===== src/design/nsm3_pkg.sv =====
// nsm3_pkg: item types and binary32 multiply/add helper functions
// for the nan-safe 3x3 matrix multiply; no dependencies
package nsm3_pkg;

    localparam int unsigned Dim = 3;
    localparam int unsigned RowsKept = 2;
    localparam int unsigned Lanes = Dim * Dim;
    localparam logic [31:0] QnanBits = 32'h7FC0_0000;
    localparam logic [1:0] LastRow = 2'd2;

    typedef struct packed {
        logic [1:0]  row_index;
        logic [31:0] left_col0;
        logic [31:0] left_col1;
        logic [31:0] left_col2;
        logic [31:0] right_col0;
        logic [31:0] right_col1;
        logic [31:0] right_col2;
    } nsm3_in_t;

    typedef struct packed {
        logic [31:0] out_r0c0;
        logic [31:0] out_r0c1;
        logic [31:0] out_r0c2;
        logic [31:0] out_r1c0;
        logic [31:0] out_r1c1;
        logic [31:0] out_r1c2;
        logic [31:0] out_r2c0;
        logic [31:0] out_r2c1;
        logic [31:0] out_r2c2;
    } nsm3_out_t;

    typedef struct packed {
        logic [2:0][31:0] left;
        logic [2:0][31:0] right;
    } lane_ops_t;

    typedef struct packed {
        logic        done;
        logic [31:0] value;
    } lane_stat_t;

    typedef enum logic [1:0] {
        K_NUM,
        K_ZERO,
        K_INF,
        K_NAN
    } fp_kind_t;

    typedef struct packed {
        fp_kind_t    kind;
        logic        sign;
        logic [47:0] prod;
        logic [8:0]  esum;
    } mul_mid_t;

    typedef struct packed {
        fp_kind_t    kind;
        logic        sign;
        logic        zero_sign;
        logic [27:0] sum;
        logic [7:0]  exp;
    } add_mid_t;

    typedef struct packed {
        logic        nan;
        logic [31:0] bits;
    } fp_res_t;

    function automatic logic is_nan(logic [31:0] v);
        return (v[30:23] == 8'hFF) && (v[22:0] != 23'd0);
    endfunction

    // sig: 24 significand bits, round bit, sticky bit; leading one at top
    function automatic logic [31:0] round_pack(logic sgn, logic signed [10:0] exp,
                                               logic [25:0] sig);
        logic [10:0]        sh;
        logic [25:0]        s2;
        logic               lost;
        logic               inc;
        logic [24:0]        m25;
        logic signed [10:0] e2;
        logic signed [10:0] ebig;
        logic [31:0]        r;
        sh = 11'd0;
        s2 = sig;
        e2 = exp;
        if (exp < 11'sd1)
        begin
            sh = 11'sd1 - exp;
            e2 = 11'sd0;
            if (sh > 11'd26)
            begin
                s2 = {25'd0, |sig};
            end
            else
            begin
                s2 = sig >> sh[4:0];
                lost = |(sig & ~({26{1'b1}} << sh[4:0]));
                s2[0] = s2[0] | lost;
            end
        end
        inc = s2[1] & (s2[0] | s2[2]);
        m25 = {1'b0, s2[25:2]} + {24'd0, inc};
        ebig = e2 + $signed({10'd0, m25[24]});
        if (e2 == 11'sd0)
            r = {sgn, 7'd0, m25[23], m25[22:0]};
        else if (ebig >= 11'sd255)
            r = {sgn, 8'hFF, 23'd0};
        else if (m25[24])
            r = {sgn, ebig[7:0], m25[23:1]};
        else
            r = {sgn, ebig[7:0], m25[22:0]};
        return r;
    endfunction

    function automatic mul_mid_t mul_front(logic [31:0] a, logic [31:0] b);
        mul_mid_t   m;
        logic [7:0] ea;
        logic [7:0] eb;
        logic       a_inf;
        logic       b_inf;
        logic       a_zero;
        logic       b_zero;
        ea = (a[30:23] == 8'd0) ? 8'd1 : a[30:23];
        eb = (b[30:23] == 8'd0) ? 8'd1 : b[30:23];
        a_inf = (a[30:23] == 8'hFF) && (a[22:0] == 23'd0);
        b_inf = (b[30:23] == 8'hFF) && (b[22:0] == 23'd0);
        a_zero = (a[30:0] == 31'd0);
        b_zero = (b[30:0] == 31'd0);
        m.sign = a[31] ^ b[31];
        m.prod = {24'd0, |a[30:23], a[22:0]} * {24'd0, |b[30:23], b[22:0]};
        m.esum = {1'b0, ea} + {1'b0, eb};
        priority if (is_nan(a) || is_nan(b))
        begin
            m.kind = K_ZERO;
            m.sign = 1'b0;
        end
        else if ((a_inf && b_zero) || (b_inf && a_zero))
            m.kind = K_NAN;
        else if (a_inf || b_inf)
            m.kind = K_INF;
        else if (a_zero || b_zero)
            m.kind = K_ZERO;
        else
            m.kind = K_NUM;
        return m;
    endfunction

    function automatic fp_res_t mul_back(mul_mid_t m);
        fp_res_t            r;
        logic [5:0]         lead;
        logic [47:0]        sh;
        logic signed [10:0] exp;
        lead = 6'd0;
        for (int i = 0; i < 48; i++)
            if (m.prod[i])
                lead = 6'(i);
        sh = m.prod << (6'd47 - lead);
        exp = $signed({5'd0, lead}) + $signed({2'd0, m.esum}) - 11'sd173;
        r.nan = 1'b0;
        unique case (m.kind)
            K_NAN:
            begin
                r.nan = 1'b1;
                r.bits = QnanBits;
            end
            K_INF:  r.bits = {m.sign, 8'hFF, 23'd0};
            K_ZERO: r.bits = {m.sign, 31'd0};
            default: r.bits = round_pack(m.sign, exp, {sh[47:24], sh[23], |sh[22:0]});
        endcase
        return r;
    endfunction

    function automatic add_mid_t add_front(logic [31:0] a, logic [31:0] b);
        add_mid_t    m;
        logic [31:0] x;
        logic [31:0] y;
        logic [7:0]  ex;
        logic [7:0]  ey;
        logic [7:0]  d;
        logic [26:0] aa;
        logic [26:0] bf;
        logic [26:0] bb;
        logic        x_inf;
        logic        y_inf;
        if (a[30:0] < b[30:0])
        begin
            x = b;
            y = a;
        end
        else
        begin
            x = a;
            y = b;
        end
        ex = (x[30:23] == 8'd0) ? 8'd1 : x[30:23];
        ey = (y[30:23] == 8'd0) ? 8'd1 : y[30:23];
        d = ex - ey;
        aa = {|x[30:23], x[22:0], 3'd0};
        bf = {|y[30:23], y[22:0], 3'd0};
        if (d > 8'd26)
        begin
            bb = {26'd0, |bf};
        end
        else
        begin
            bb = bf >> d[4:0];
            bb[0] = bb[0] | (|(bf & ~({27{1'b1}} << d[4:0])));
        end
        x_inf = (x[30:23] == 8'hFF) && (x[22:0] == 23'd0);
        y_inf = (y[30:23] == 8'hFF) && (y[22:0] == 23'd0);
        m.sign = x[31];
        m.zero_sign = a[31] & b[31];
        m.exp = ex;
        m.sum = (x[31] == y[31]) ? ({1'b0, aa} + {1'b0, bb}) : ({1'b0, aa} - {1'b0, bb});
        priority if (is_nan(a) || is_nan(b))
            m.kind = K_NAN;
        else if (x_inf && y_inf && (x[31] != y[31]))
            m.kind = K_NAN;
        else if (x_inf)
            m.kind = K_INF;
        else
            m.kind = K_NUM;
        return m;
    endfunction

    function automatic fp_res_t add_back(add_mid_t m);
        fp_res_t            r;
        logic [4:0]         lead;
        logic [27:0]        sh;
        logic signed [10:0] exp;
        lead = 5'd0;
        for (int i = 0; i < 28; i++)
            if (m.sum[i])
                lead = 5'(i);
        sh = m.sum << (5'd27 - lead);
        exp = $signed({3'd0, m.exp}) + $signed({6'd0, lead}) - 11'sd26;
        r.nan = 1'b0;
        priority if (m.kind == K_NAN)
        begin
            r.nan = 1'b1;
            r.bits = QnanBits;
        end
        else if (m.kind == K_INF)
            r.bits = {m.sign, 8'hFF, 23'd0};
        else if (m.sum == 28'd0)
            r.bits = {m.zero_sign, 31'd0};
        else
            r.bits = round_pack(m.sign, exp, {sh[27:4], sh[3], |sh[2:0]});
        return r;
    endfunction

endpackage


===== src/design/nsm3_lane.sv =====
// nsm3_lane: one dot-product lane, three guarded products then two adds
// on one shared multiply unit and one add unit; uses nsm3_pkg
module nsm3_lane (
    input  logic              clk,
    input  logic              rst_n,
    input  logic              start,
    input  nsm3_pkg::lane_ops_t ops,
    output nsm3_pkg::lane_stat_t stat
);
    import nsm3_pkg::*;

    typedef enum logic [2:0] {
        L_IDLE,
        L_MUL_A,
        L_MUL_B,
        L_ADD_A,
        L_ADD_B
    } lane_state_t;

    lane_state_t      state_reg;
    logic [1:0]       k_reg;
    logic             second_reg;
    logic             nan_reg;
    logic             done_reg;
    lane_ops_t        ops_reg;
    logic [2:0][31:0] prod_reg;
    logic [31:0]      acc_reg;
    logic [31:0]      result_reg;
    mul_mid_t         mmid_reg;
    add_mid_t         amid_reg;
    fp_res_t          mres;
    fp_res_t          ares;

    always_comb
    begin
        mres = mul_back(mmid_reg);
        ares = add_back(amid_reg);
    end

    always_ff @(posedge clk or negedge rst_n)
    begin
        if (!rst_n)
        begin
            state_reg  <= L_IDLE;
            k_reg      <= 2'd0;
            second_reg <= 1'b0;
            nan_reg    <= 1'b0;
            done_reg   <= 1'b0;
        end
        else
        begin
            done_reg <= 1'b0;
            unique case (state_reg)
                L_IDLE:
                begin
                    if (start)
                    begin
                        ops_reg    <= ops;
                        k_reg      <= 2'd0;
                        nan_reg    <= 1'b0;
                        second_reg <= 1'b0;
                        state_reg  <= L_MUL_A;
                    end
                end
                L_MUL_A:
                begin
                    mmid_reg  <= mul_front(ops_reg.left[k_reg], ops_reg.right[k_reg]);
                    state_reg <= L_MUL_B;
                end
                L_MUL_B:
                begin
                    prod_reg[k_reg] <= mres.bits;
                    nan_reg <= nan_reg | mres.nan;
                    if (k_reg == 2'd2)
                        state_reg <= L_ADD_A;
                    else
                    begin
                        k_reg     <= k_reg + 2'd1;
                        state_reg <= L_MUL_A;
                    end
                end
                L_ADD_A:
                begin
                    if (second_reg)
                        amid_reg <= add_front(acc_reg, prod_reg[2]);
                    else
                        amid_reg <= add_front(prod_reg[0], prod_reg[1]);
                    state_reg <= L_ADD_B;
                end
                L_ADD_B:
                begin
                    if (second_reg)
                    begin
                        result_reg <= nan_reg ? 32'd0 : ares.bits;
                        done_reg   <= 1'b1;
                        state_reg  <= L_IDLE;
                    end
                    else
                    begin
                        acc_reg    <= ares.bits;
                        second_reg <= 1'b1;
                        state_reg  <= L_ADD_A;
                    end
                end
                default: state_reg <= L_IDLE;
            endcase
        end
    end

    assign stat.done  = done_reg;
    assign stat.value = result_reg;

endmodule


===== config.mk =====
export PLATFORM = sky130hd
export DESIGN_NAME = nsm3_lane
export DESIGN_NICKNAME = d
export VERILOG_FILES = /design/src/design/nsm3_pkg.sv /design/src/design/nsm3_lane.sv
export SDC_FILE = /design/constraint.sdc
export NUM_CORES = 2
export LEC_CHECK = 0
export BUFFER_PORTS_ARGS = -buffer_cell sky130_fd_sc_hd__clkbuf_2
export CAP_MARGIN = 20
export CORE_ASPECT_RATIO = 1.5
export CORE_MARGIN = 3
export CORE_UTILIZATION = 31
export DETAILED_ROUTE_END_ITERATION = 6
export PLACE_DENSITY = 0.53
export SLEW_MARGIN = 30
export SYNTH_ARGS = -nofsm -noshare
export SYNTH_HDL_FRONTEND = slang
export SYNTH_SLANG_ARGS = --single-unit
export TNS_END_PERCENT = 30

===== constraint.sdc =====
create_clock -name clk -period 19.5 [get_ports clk]
set_input_delay 1.95 -clock clk [delete_from_list [all_inputs] [get_ports clk]]
set_output_delay 1.95 -clock clk [all_outputs]
set_load 0.03 [all_outputs]

==> impl_metrics.yaml <==
yosys:
  yosysMostFrequentCell: "nand2_1"
  synth-warning-count: 0
  synth_commonest_cells: "nand2_1 (917), inv_1 (746), nor2_1 (713), fa_1 (489), edfxtp_1 (452)"
  post-synth-top-area-cell: "edfxtp_1"
  syn_nets: 8554
  async_flop_share: 0.0174
  ys_seq_area_frac: 0.217
  yosys.area.top_type_share: 0.214
  ys_ff_latch: 460
  synthCells: 7467
  synth_area_per_cell_um2: 8.51
  ys.flop_type: "edfxtp_1"
  synth_edf_count: 452
  netlist_area_mm2: 0.0635
  synth_area_leaders: "edfxtp_1 (21%), fa_1 (15%), ha_1 (7.9%)"
  synth.distinct_cells: 131
final_layout:
  drive_gt1_frac: 0.104
  area_growth_syn_to_layout_pct: 9.41
  n_fill_cell: 21100
  fin_util: 0.343
  nets: 8568
  largest_register_ff_count: 192
timing:
  setup-violations-final: 0
  worst_pin_slew_ps: 1050
  skew_ps: 43.3
  rsz0062_at_grt: "false"
  finalCritPeriodShare: 0.617
  hold_viol: 0
  setup_tns_ps: 0
  max_freq_mhz: 83.1
  fin_crit_ps: 12040
  slew_headroom: 0.294
  slew_violations: 0
route:
  drtPass1Iterations: 7
  m1WireLength_um: 95500
  viasPerCell: 5.85
  ant_nets: 0
  dr_wl_met2_um: 137000
  num_vias: 59500
  drc: 1
  routed_wirelength_um: 272000
  routedWlPerCell_um: 26.7
  initialDrtViolationCount: 5756
  highest_layer: "met5"
  dr_wl_met3_um: 14600
run_status:
  violations: "DRC"
  status: "finished with violations"
clocking:
  postCtsHoldBufs: 0
  worstSkewPairLatency_ps: 680
  cts_buffer_depth: 3
  cts_tree: "built"
  clock-sinks: 460
  cts_resized: 0
  htreeDepth: 2
  clk_pin_slew_ps: 70
  cts_setup_buffers: 0
  cts_buffers: 50
  cts_root_buf: "clkbuf_16"
critical_path:
  worstSetupPathType: "reg -> reg"
  crit_family: "simple AND/OR/NAND/NOR gates"
  worstPathMaxFanout: 44
  startpoint_type: "flop"
  slowest_stage: "nor4_2"
  critPathCaptureType: "flop"
  path_buf_inv: 11
  worstPathArrival_ps: 12430
  cp_data_required_time_ps: 19890
  critical_path.most_common_cell: "ha_1"
  slowest_delay_ps: 830
hold_path:
  hp-class: "reg -> reg"
place:
  io_buffers: 227
  hpwlAfterDp_um: 213000
  gp_congestion: 1.02
die:
  die-area_mm2: 0.211
  dieHeight_um: 560
  ioPinCount: 228
  core.rowCount: 202
  start_util: 0.313
  die_w_um: 376
  core_area_mm2: 0.203
global_route:
  overflow: 0
  antenna_found_initial: 5
  track_usage: 0.251
  grt_pass1_wl_um: 399000
  grt_max_degree: 132
  grt_pass1_vias: 60800
job:
  max_cap_violations: 0
per-layer routing:
layer,vias up,global-route usage
met5,-,0
met4,4,0.192
met3,899,0.0308
met2,2657,0.451
met1,29400,0.267
li1,26600,-
final timing paths:
kind	from	end	slack, ps	depth (start not counted)
max	mmid_reg[56]	prod_reg[85]	7460	39
min in group asynchronous	rst_n	done_reg	1230	1
min	state_reg[0]	state_reg[0]	600	1
max in group asynchronous	rst_n	k_reg[0]	17870	1
max reg2reg	mmid_reg[56]	prod_reg[85]	7460	39
min reg2reg	state_reg[0]	state_reg[0]	600	1
cell usage in the layout, fill, tap and decap left out, types with 88 or more instances in the layout:
cell type / Yosys / layout
buf_4: 11 / 162
a21o_1: 104 / 103
nor2_1: 713 / 708
nand2_1: 917 / 916
and2_1: 89 / 88
a21oi_1: 443 / 427
edfxtp_1: 452 / 452
clkbuf_2: 1 / 227
o211ai_1: 99 / 99
nand3_1: 184 / 184
mux2i_1: 238 / 235
fa_1: 489 / 489
inv_1: 746 / 746
nor3_1: 192 / 190
ha_1: 403 / 401
o21ai_0: 342 / 336
xnor2_1: 131 / 124
logic make-up (layout without fill, tap and decap cells):
family                     Yosys count  in the layout  share of synthesized area
and+or+nand+nor                   2603           2603                      0.189
AOI/OAI and AO/OA                 1800           1800                      0.191
buffers and inverters             1188           1240                     0.0751
adders and majority gates          892            892                      0.233
DFF                                460            460                      0.217
muxes                              345            345                     0.0700
xor gates and xnor gates           179            179                     0.0247
other                                0              3                          0
stage by stage:
step / area (µm²) / hold WS (ps) / instances / setup slack [ps]
after floorplan: 63500 / 507 / 7467 / 2620
after global placement: 67700 / 549 / 10100 / 7240
after detailed placement: 67800 / 580 / 10100 / 7710
after CTS: 69400 / 603 / 10200 / 7610
after global routing: 69500 / 645 / 10200 / 6620
final: 69500 / 604 / 10200 / 7460
worst reg2reg max path: cells and delay by family (launching register included):
kind | cells | cell delay (ps)
compound gates | 8 | 1950
fa+ha+maj | 7 | 2370
buf+inv | 11 | 2500
flops | 1 | 570
mux | 1 | 100
simple gates | 12 | 4300
cell type report:
type	count	area, µm²	share of cell area
inverter	757	2850	0.0410
clock inverter	33	322	0.00463
clock buffer	57	1300	0.0187
antenna	3	7.51	0.000108
timing repair buffer	393	2450	0.0352
tap	2652	3320	0.0477
multi-input combinational	5819	45500	0.654
sequential	460	13800	0.198
Power is not shown: default switching activity piles up to over one toggle a cycle in this logic, so the estimate is an artifact.
